**src/design/llca_pkg.sv**
```systemverilog
package llca_pkg;

  // Row geometry
  localparam int ROW_CELLS = 64;
  localparam int ROW_W     = 64;

  // Configuration port
  localparam int CFG_IDX_W  = 2;
  localparam int CFG_DATA_W = 9;
  localparam int RULE_W     = 9;
  localparam int COLS_W     = 7;

  localparam logic [CFG_IDX_W-1:0] REG_BIRTH   = 2'd0;
  localparam logic [CFG_IDX_W-1:0] REG_SURVIVE = 2'd1;
  localparam logic [CFG_IDX_W-1:0] REG_COLS    = 2'd2;

  localparam logic [RULE_W-1:0] BIRTH_RESET   = 9'd8;
  localparam logic [RULE_W-1:0] SURVIVE_RESET = 9'd12;
  localparam logic [COLS_W-1:0] COLS_RESET    = 7'd64;

  // Job queue between front and back
  localparam int QUEUE_DEPTH = 4;
  localparam int QPTR_W      = 2;
  localparam int QCNT_W      = 3;

  typedef logic [ROW_W-1:0] row_t;

  typedef struct packed {
    logic [ROW_W-1:0] row_cells;
    logic             last_row;
  } in_item_t;

  typedef struct packed {
    logic [ROW_W-1:0] next_cells;
    logic             last_of_frame;
  } out_item_t;

  typedef struct packed {
    logic [RULE_W-1:0] birth_rule;
    logic [RULE_W-1:0] survive_rule;
    logic [COLS_W-1:0] cols_in_use;
  } cfg_t;

  // One row to evaluate, with its neighbors above and below
  typedef struct packed {
    row_t up;
    row_t mid;
    row_t down;
    logic last;
  } job_t;

  // Zero, one or two jobs from one accepted row, in order
  typedef struct packed {
    logic [1:0] cnt;
    job_t       first;
    job_t       second;
  } push_t;

  // Queue head as seen by the back end
  typedef struct packed {
    logic valid;
    job_t job;
  } head_t;

  // Bit c set when column c is in use
  function automatic row_t col_mask(input logic [COLS_W-1:0] cols);
    row_t mask;
    for (int c = 0; c < ROW_W; c++) begin
      mask[c] = (c < ROW_CELLS) && (COLS_W'(c) < cols);
    end
    return mask;
  endfunction

  // Next generation of job.mid; one lane per column
  function automatic row_t next_row(input job_t job, input cfg_t cfg);
    logic [ROW_W+1:0] u;
    logic [ROW_W+1:0] m;
    logic [ROW_W+1:0] d;
    row_t             mask;
    row_t             res;
    logic [3:0]       cnt;
    mask = col_mask(cfg.cols_in_use);
    // pad with dead cells on both edges; column c sits at position c+1
    u = {1'b0, job.up & mask, 1'b0};
    m = {1'b0, job.mid & mask, 1'b0};
    d = {1'b0, job.down & mask, 1'b0};
    for (int c = 0; c < ROW_W; c++) begin
      cnt = {3'b0, u[c]} + {3'b0, u[c+1]} + {3'b0, u[c+2]}
          + {3'b0, m[c]} + {3'b0, m[c+2]}
          + {3'b0, d[c]} + {3'b0, d[c+1]} + {3'b0, d[c+2]};
      res[c] = m[c+1] ? cfg.survive_rule[cnt] : cfg.birth_rule[cnt];
    end
    return res & mask;
  endfunction

endpackage

```
**src/design/llca_front.sv**
```systemverilog
module llca_front (
  input  logic             clk,
  input  logic             rst,
  input  logic             accept,
  input  llca_pkg::in_item_t row_item,
  input  llca_pkg::cfg_t   cfg,
  output llca_pkg::push_t  push
);
  import llca_pkg::*;

  row_t above_row;
  row_t held_row;
  logic held_valid;

  row_t row_in;
  row_t above_mid;
  job_t job_held;
  job_t job_last;

  // masked incoming row
  assign row_in = row_item.row_cells & col_mask(cfg.cols_in_use);

  // row above the new row once the held row moves up
  assign above_mid = held_valid ? held_row : '0;

  assign job_held = '{up: above_row, mid: held_row, down: row_in, last: 1'b0};
  assign job_last = '{up: above_mid, mid: row_in, down: '0, last: 1'b1};

  // pack jobs in order: held row first, then bottom row
  always_comb begin
    push = '{cnt: 2'd0, first: job_held, second: job_last};
    if (accept) begin
      priority if (held_valid && row_item.last_row) begin
        push.cnt = 2'd2;
      end else if (held_valid) begin
        push.cnt = 2'd1;
      end else if (row_item.last_row) begin
        push.cnt    = 2'd1;
        push.first  = job_last;
      end else begin
        push.cnt = 2'd0;
      end
    end
  end

  // frame state
  always_ff @(posedge clk) begin
    if (rst) begin
      above_row  <= '0;
      held_row   <= '0;
      held_valid <= 1'b0;
    end else if (accept) begin
      if (row_item.last_row) begin
        above_row  <= '0;
        held_row   <= '0;
        held_valid <= 1'b0;
      end else begin
        above_row  <= above_mid;
        held_row   <= row_in;
        held_valid <= 1'b1;
      end
    end
  end

endmodule

```
**src/design/llca_queue.sv**
```systemverilog
module llca_queue (
  input  logic            clk,
  input  logic            rst,
  input  llca_pkg::push_t push,
  input  logic            pop,
  output llca_pkg::head_t head,
  output logic            full
);
  import llca_pkg::*;

  job_t              entries [QUEUE_DEPTH];
  logic [QPTR_W-1:0] wr_ptr;
  logic [QPTR_W-1:0] rd_ptr;
  logic [QCNT_W-1:0] count;

  assign head = '{valid: (count != '0), job: entries[rd_ptr]};

  // room for two jobs is needed before taking the next row
  assign full = (count > QCNT_W'(QUEUE_DEPTH - 2));

  // storage writes
  always_ff @(posedge clk) begin
    if (push.cnt != 2'd0) begin
      entries[wr_ptr] <= push.first;
    end
    if (push.cnt == 2'd2) begin
      entries[wr_ptr + QPTR_W'(1)] <= push.second;
    end
  end

  // pointers and occupancy
  always_ff @(posedge clk) begin
    if (rst) begin
      wr_ptr <= '0;
      rd_ptr <= '0;
      count  <= '0;
    end else begin
      wr_ptr <= wr_ptr + QPTR_W'(push.cnt);
      if (pop) begin
        rd_ptr <= rd_ptr + QPTR_W'(1);
      end
      count <= count + QCNT_W'(push.cnt) - QCNT_W'(pop);
    end
  end

endmodule

```
**src/design/llca_back.sv**
```systemverilog
module llca_back (
  input  logic                clk,
  input  logic                rst,
  input  llca_pkg::head_t     head,
  input  llca_pkg::cfg_t      cfg,
  output logic                pop,
  output logic                result_valid,
  input  logic                result_stall,
  output llca_pkg::out_item_t result_item
);
  import llca_pkg::*;

  // take the head whenever the output register is free or draining
  assign pop = head.valid && (!result_valid || !result_stall);

  always_ff @(posedge clk) begin
    if (rst) begin
      result_valid <= 1'b0;
    end else if (pop) begin
      result_valid <= 1'b1;
    end else if (!result_stall) begin
      result_valid <= 1'b0;
    end
  end

  // neighbor count and rule lookup, registered
  always_ff @(posedge clk) begin
    if (pop) begin
      result_item.next_cells    <= next_row(head.job, cfg);
      result_item.last_of_frame <= head.job.last;
    end
  end

endmodule

```
**src/design/life_like_automaton_row_step.sv**
```systemverilog
// Flow: a row's result passes the job queue and the output register after the row
//   below or a lone bottom row is taken; a bottom row's result follows a held row's.
// Throughput: one row per cycle unless row_stall; a bottom row queues two results,
//   so a frame of N rows delivers N results; results also wait on result_stall.
// Reset (rst, synchronous): clears the frame state, the job queue and the output valid;
//   rules return to birth 8 (3 neighbors), survive 12 (2 or 3), and 64 columns in use.
module life_like_automaton_row_step (
  input  logic                                 clk,
  input  logic                                 rst,
  input  logic                                 row_valid,
  output logic                                 row_stall,
  input  llca_pkg::in_item_t                   row_item,
  output logic                                 result_valid,
  input  logic                                 result_stall,
  output llca_pkg::out_item_t                  result_item,
  input  logic                                 cfg_we,
  input  logic [llca_pkg::CFG_IDX_W-1:0]       cfg_index,
  input  logic [llca_pkg::CFG_DATA_W-1:0]      cfg_data
);
  import llca_pkg::*;

  cfg_t  cfg;
  push_t push;
  head_t head;
  logic  full;
  logic  pop;
  logic  accept;

  assign row_stall = full;
  assign accept    = row_valid && !row_stall;

  // configuration registers
  always_ff @(posedge clk) begin
    if (rst) begin
      cfg.birth_rule   <= BIRTH_RESET;
      cfg.survive_rule <= SURVIVE_RESET;
      cfg.cols_in_use  <= COLS_RESET;
    end else if (cfg_we) begin
      unique case (cfg_index)
        REG_BIRTH:   cfg.birth_rule   <= cfg_data[RULE_W-1:0];
        REG_SURVIVE: cfg.survive_rule <= cfg_data[RULE_W-1:0];
        REG_COLS:    cfg.cols_in_use  <= cfg_data[COLS_W-1:0];
        default: ;
      endcase
    end
  end

  llca_front u_front (
    .clk      (clk),
    .rst      (rst),
    .accept   (accept),
    .row_item (row_item),
    .cfg      (cfg),
    .push     (push)
  );

  llca_queue u_queue (
    .clk  (clk),
    .rst  (rst),
    .push (push),
    .pop  (pop),
    .head (head),
    .full (full)
  );

  llca_back u_back (
    .clk          (clk),
    .rst          (rst),
    .head         (head),
    .cfg          (cfg),
    .pop          (pop),
    .result_valid (result_valid),
    .result_stall (result_stall),
    .result_item  (result_item)
  );

endmodule

```
**config.mk**
```make
export PLATFORM = sky130hd
export DESIGN_NAME = life_like_automaton_row_step
export DESIGN_NICKNAME = d
export VERILOG_FILES = /design/src/design/llca_pkg.sv /design/src/design/llca_front.sv /design/src/design/llca_queue.sv /design/src/design/llca_back.sv /design/src/design/life_like_automaton_row_step.sv
export SDC_FILE = /design/constraint.sdc
export NUM_CORES = 2
export LEC_CHECK = 0
export ABC_AREA = 0
export BUFFER_PORTS_ARGS = -buffer_cell sky130_fd_sc_hd__buf_2
export CELL_PAD_IN_SITES_DETAIL_PLACEMENT = 1
export CELL_PAD_IN_SITES_GLOBAL_PLACEMENT = 1
export CORE_MARGIN = 8
export CORE_UTILIZATION = 37
export CTS_CLUSTER_SIZE = 20
export DETAILED_ROUTE_END_ITERATION = 8
export PLACE_DENSITY_LB_ADDON = 0.1
export SYNTH_ARGS = -nofsm -noshare
export SYNTH_HDL_FRONTEND = slang
export SYNTH_SLANG_ARGS = --single-unit
```
**constraint.sdc**
```tcl
create_clock -name clk -period 8.6 [get_ports clk]
set_input_delay 1.72 -clock clk [delete_from_list [all_inputs] [get_ports clk]]
set_output_delay 1.72 -clock clk [all_outputs]
set_load 0.01 [all_outputs]
```
# Word-level counts from Yosys, hierarchy flattened
# Memory sizes are Yosys's and may differ from the RTL's. A register that Yosys moved wholly into a read port is not among the register bits.
# Cells that the tools add are included.
# Widths: inputs -> output; s select.
dict set report totals {
  regBits 227
  ram_bits 772
  inputBits 81
  out_inout_bits 67
  elab_cells 949
  n_memories 1
}
dict set report op_classes {
  add_sub_neg 446
  order_cmp 129
  eq_ne 4
  mux 339
  n_bitwise 5
  n_reduce_logical 13
}
# memory depth width read_ports rd_ports_with_merged_regs wr line_no
set memory_table {}
lappend memory_table {u_queue.entries 4 193 1 1 2 llca_queue.sv:11} ;# job_t entries [QUEUE_DEPTH];
# op n
set ops {}
lappend ops {{$add 4x1->4} 372}
lappend ops {{$mux 193} 3}
lappend ops {{$bmux 1 s4} 128}
lappend ops {{$and 64x64->64} 5}
lappend ops {{$lt 4x5->1 const B} 64}
lappend ops {{$lt 6x7->1 const A} 32}
lappend ops {{$mux 1} 201}
lappend ops {{$mux 195} 1}
lappend ops {{$mux 64} 3}
lappend ops {{$add 1x1->2} 63}
lappend ops {{$lt 5x7->1 const A} 16}
lappend ops {{$lt 4x7->1 const A} 8}
lappend ops {{$lt 3x7->1 const A} 4}
lappend ops {{$lt 1x7->1 const A} 2}
lappend ops {{$lt 2x7->1 const A} 2}
lappend ops {{$add 3x1->4} 3}
lappend ops {{$add 2x1->3} 3}
lappend ops {{$mux 2} 3}
lappend ops {{$reduce_and 2->1} 3}
lappend ops {{$add 2x1->2 const B} 2}
lappend ops {{$eq 2x2->1 const B} 2}
lappend ops {{$add 3x2->3} 1}
lappend ops {{$gt 3x2->1 const B} 1}
lappend ops {{$logic_and 1x1->1} 3}
lappend ops {{9 further kinds} 11}

# Logic depth before layout (Yosys ltp)
dict set report depth {
  depth_word 13
  depth_mapped 23
  depth_no_buf 18
}

# By module
# From an unflattened synthesis, not the netlist that was laid out.
dict set report unflattened {
  hier_cells 5457
  hier_area_um2 70540.2
}
# mod n_inst cells_per_inst area_each_um2 seq_area_each_um2
set by_module_without_submodules {}
lappend by_module_without_submodules {llca_queue 1 1913 37616.1 23362.4}
lappend by_module_without_submodules {llca_back 1 2382 24134.4 1971.9}
lappend by_module_without_submodules {llca_front 1 1063 7748.7 2582.5}
lappend by_module_without_submodules {life_like_automaton_row_step 1 99 1041.0 500.5}

# Least setup slack after synthesis
# OpenSTA, ideal clock, no wires.
dict set report synth_timing {
  path_type {in2reg}
  from {input result_stall}
  to {register u_queue.count[2]}
  setup_ps 128
  arrival_ps 6614
  required_time_ps 8472
  slack_ps 1858
  cell_stages 9
  n_path_buf 0
  path_cell_list {a21oi_1 > ha_1 > inv_1 > ha_1 > inv_1 > fa_1 > xnor2_1 > xnor2_1 > nor2_1}
}
dict set report synth_via {
  elab_chain_len 4
}
# element line_no
set synth_rtl {}
lappend synth_rtl {{start, declared} life_like_automaton_row_step.sv:14} ;# input logic result_stall,
lappend synth_rtl {{$logic_not 1->1} llca_back.sv:14} ;# assign pop = head.valid && (!result_valid || !result_stall);
lappend synth_rtl {{$logic_or 1x1->1} llca_back.sv:14}
lappend synth_rtl {{$logic_and 1x1->1} llca_back.sv:14}
lappend synth_rtl {{$sub 3x1->3} llca_queue.sv:42} ;# count <= count + QCNT_W'(push.cnt) - QCNT_W'(pop);
lappend synth_rtl {{end signal, assigned} llca_queue.sv:42}
lappend synth_rtl {{end, declared} llca_queue.sv:14} ;# logic [QCNT_W-1:0] count;
# Every way passes these cells.
# A chain may end at the register's enable or synchronous reset.

# Worst setup path in the final report
dict set report layout_timing {
  from {register, netlist name cfg[5]}
  to {register, netlist name u_back.result_item[39]}
}
dict set report layout_via {
  elab_chain_len 13
  elab_cells_between_ends 19
  cone_classes {7 x add/sub; 3 x order compare; 5 x mux; 4 x bitwise}
}
# element line_no
set layout_rtl {}
lappend layout_rtl {{$lt 6x7->1} llca_pkg.sv:69} ;# mask[c] = (c < ROW_CELLS) && (COLS_W'(c) < cols);
lappend layout_rtl {{$and 64x64->64} llca_pkg.sv:84} ;# u = {1'b0, job.up & mask, 1'b0};
lappend layout_rtl {{$add 1x1->2} llca_pkg.sv:88} ;# cnt = {3'b0, u[c]} + {3'b0, u[c+1]} + {3'b0, u[c+2]}
lappend layout_rtl {{$add 4x1->4} llca_pkg.sv:88}
lappend layout_rtl {{$add 4x1->4 (2 in series)} llca_pkg.sv:89} ;# + {3'b0, m[c]} + {3'b0, m[c+2]}
lappend layout_rtl {{$add 4x1->4 (3 in series)} llca_pkg.sv:90} ;# + {3'b0, d[c]} + {3'b0, d[c+1]} + {3'b0, d[c+2]};
lappend layout_rtl {{$bmux 1 s4} llca_pkg.sv:91} ;# res[c] = m[c+1] ? cfg.survive_rule[cnt] : cfg.birth_rule[cnt];
lappend layout_rtl {{$mux 1 (implied by the code)} llca_pkg.sv:91}
lappend layout_rtl {{$mux 1} llca_pkg.sv:91}
lappend layout_rtl {{$and 64x64->64 *} llca_pkg.sv:93} ;# return res & mask;
# Every way passes the cells marked *; elsewhere a longest branch is shown, timed or not. The select of a mux whose other input is x is not followed.

==> flow_summary.ini <==
[floorplan]
rows = 154
coreArea_um2 = 175500
dieWidth_um = 435.7
start_util_pct = 37.12
dieArea_um2 = 189800
io_pins = 148
fp.dieH_um = 435.7

[min_path]
hp-class = reg2reg

[detailed_routing]
antenna_left = 0
drc = 0
vias_per_cell = 6.155
wl_per_cell_um = 32.22
first_pass_iters = 5
routed_wl_mm = 272.9
via_count = 52130
drt_iter0_drc = 5631

[global_route]
antenna_found_initial = 20
grt_pass1_vias = 52880
grt_first_pass_wirelength_mm = 389.4
grt_max_degree = 133
track_usage_pct = 27.69
grt_overflow = 0

[logic_synthesis]
synth_edf_count = 577
synthArstFlopShare_pct = 0
synthAdderAreaFrac_pct = 11.50
ys_warn_count = 0
synth-xor-area-share_pct = 0.9408
ys.flop_type = edfxtp_1
synth_mux_area_share_pct = 17.07
ys_seq_area_share_pct = 39.61
syn_nets = 6666
synth_cells = 6138
synth.distinct_cells = 86
synth_top_family_by_area = multiplexers
ys_ff_latch = 1001
synthSimpleGateAreaFrac_pct = 10.43
synth_area_per_cell_um2 = 10.62
synth_compound_area_share_pct = 14.50
synthesis.area_um2 = 65170

[critical_path]
ff2ff_path_depth = 15
cp-start-kind = flop
worstPathRequired_ns = 9.02
r2r_start = cfg[5]
critPathCapture = u_back.result_item[39]
end_kind = flop
crit_type = reg2reg
cp-startpoint = cfg[5]
arrival_ns = 7.25
r2r_setup_slack_ns = 1.77
critPathMaxFanout = 21
worstReg2RegEnd = u_back.result_item[39]

[clock_network]
ctsRootBufferMaster = clkbuf_16
cts_max_level = 3
cts_buffers = 112
cts.sinks = 1001
cts_setup_buffers = 0
cts_buffer_depth = 3
cts_tree = done
cts_resized = 0
worstSkewPairLatency_ns = 0.76
ctsHoldBuffers = 0
path_clk_slew_ns = 0.06

[timing]
relSlewSlack_pct = 10.07
fin_crit_sh_pct = 79.39
tightest_slew_ns = 1.335
fin_crit_ns = 6.827
fmax_mhz = 146.5
rsz0062_at_grt = no
hold_viol = 0
finalSetupTns_ns = 0
setup_viol = 0
finalClockSkew_ns = 0.04507
finalMaxSlewViolations = 0

[final_layout]
multi_input_area_um2 = 35630
final-seq-area_um2 = 25850
layout-drive-gt1-share_pct = 17.58
syn_to_final_growth_pct = 10.06
fill_cells = 19060
nets = 6554

[place]
post-dp-hpwl_mm = 178.6
portBuffers = 147
place.gp.congestion = 0.8628

[run_status]
status = finished clean

[flow_run]
drv_cap = 0
==> worst min-delay path by stage <==
stage	end	depth (start not counted)	from
finish	u_queue.entries[0][44]	2	u_queue.entries[0][44]
global route	u_queue.entries[1][51]	1	u_queue.entries[1][51]
CTS	u_queue.entries[0][62]	2	u_queue.entries[0][62]
detailed placement	u_queue.entries[2][48]	2	u_queue.entries[2][48]
global placement	u_queue.entries[0][38]	2	u_queue.entries[0][38]
floorplan	u_queue.entries[0][38]	2	u_queue.entries[0][38]
==> sequential cells by signal (all words and copies together) (netlist names), named ones only <==
| name | flops |
|---|---|
| cfg | 25 |
| u_back.result_item | 65 |
| u_back.result_valid | 1 |
| u_front.above_row | 64 |
| u_front.held_row | 64 |
| u_front.held_valid | 1 |
| u_queue.count | 3 |
| u_queue.entries | 772 |
| u_queue.rd_ptr | 2 |
| u_queue.wr_ptr | 2 |
==> metal layers <==
layer  global-route usage (%)  wire, µm
met1                    39.94    122600
met2                    40.92    115800
met3                    6.484     25140
met4                    9.197      9278
met5                        0        27
==> cells in the final DEF, fill, tap and decap left out, types with 31 or more instances in the layout <==
cell       count
a211oi_1      31
a21o_1        35
a21oi_1      265
a22o_1       183
and2_1        37
buf_2        145
buf_4        145
clkbuf_16    116
dfxtp_1      404
edfxtp_1     577
fa_1         253
ha_1         194
inv_1        417
mux2_2       128
mux2i_1      174
mux4_2       352
nand2_1      796
nand3_1       58
nor2_1       388
nor2b_1       79
nor3_1        81
o211a_1       53
o211ai_1      44
o21ai_0      368
o21ai_1       47
o21ai_2       40
o22ai_1      259
xnor2_1       41
==> metrics by stage <==
stage	cells	util [%]	setup slack, ns	cell area (µm²)	hold WS (ns)
5_1_grt	8466	40.85	1.498	71710	0.4812
4_1_cts	8465	40.85	1.905	71710	0.4545
2_1_floorplan	6138	-	1.858	65170	0.4173
3_5_place_dp	8252	38.68	1.909	67900	0.4390
6_report	8470	40.86	1.773	71720	0.4530
3_3_place_gp	8252	38.68	2.019	67900	0.4283
==> critical path: stages, from the launching register on <==
cell      delay [ns]
dfxtp_1         0.87
inv_1           0.38
nor2_1          0.19
nor2_1          0.18
a211oi_1        1.01
ha_1            0.39
inv_1           0.08
fa_1            0.43
fa_1            0.48
fa_1            0.45
fa_1            0.39
xnor2_1         0.51
mux4_2          0.56
mux2_2          0.28
o211ai_1        0.17
a21oi_1         0.15
==> cell families after synthesis <==
| kind of cell | after synthesis |
|---|---|
| and+or+nand+nor | 1567 |
| muxes | 655 |
| adders and majority gates | 447 |
| AOI/OAI and AO/OA | 1455 |
| buffers and inverters | 943 |
| DFF | 1001 |
| xor gates and xnor gates | 70 |
==> cell type report <==
cell class | instances | share of cell area (%)
antenna | 5 | 0.01745
clock inverter | 54 | 0.7414
inverter | 423 | 2.242
clock buffer | 159 | 4.565
sequential | 1001 | 36.04
timing repair buffer | 294 | 2.629
tap | 2340 | 4.082
multi-input combinational | 4194 | 49.68
==> cell usage after synthesis, types with 7 or more instances <==
library cell | number | area [µm²]
nand4b_1 | 18 | 157.7
a211oi_1 | 31 | 232.7
a32o_1 | 14 | 140.1
xor2_1 | 29 | 254.0
nand3_1 | 60 | 300.3
clkbuf_1 | 359 | 1348
nand2_1 | 799 | 2999
a22o_1 | 183 | 1603
o22ai_1 | 259 | 1620
mux2i_1 | 174 | 1742
a21boi_0 | 7 | 52.55
edfxtp_1 | 577 | 17330
or3_1 | 13 | 81.33
or2_2 | 11 | 68.82
o31a_1 | 7 | 61.31
a22oi_1 | 11 | 82.58
nor2_1 | 391 | 1468
o21ai_2 | 40 | 350.3
and2_1 | 38 | 237.7
ha_1 | 194 | 2427
nand2b_1 | 13 | 81.33
fa_1 | 253 | 5065
buf_4 | 9 | 67.56
inv_1 | 420 | 1577
o21ai_0 | 370 | 1852
xnor2_1 | 41 | 359.1
mux2_2 | 128 | 1441
o221ai_1 | 7 | 61.31
mux4_2 | 352 | 7928
dfxtp_1 | 424 | 8488
a21oi_1 | 267 | 1336
buf_6 | 23 | 259.0
nor3b_1 | 15 | 112.6
buf_2 | 103 | 515.5
o41ai_1 | 9 | 78.83
o21a_1 | 11 | 82.58
buf_1 | 26 | 97.59
nor3_1 | 84 | 420.4
a21o_1 | 35 | 262.8
o21ai_1 | 45 | 225.2
o211ai_1 | 44 | 330.3
a211o_1 | 12 | 105.1
and3_1 | 10 | 62.56
nor2b_1 | 79 | 494.2
o211a_1 | 53 | 530.5
Power is left out: the tool's default activity adds up to more than one toggle a clock period on the data nets, which glitch-free logic cannot reach.
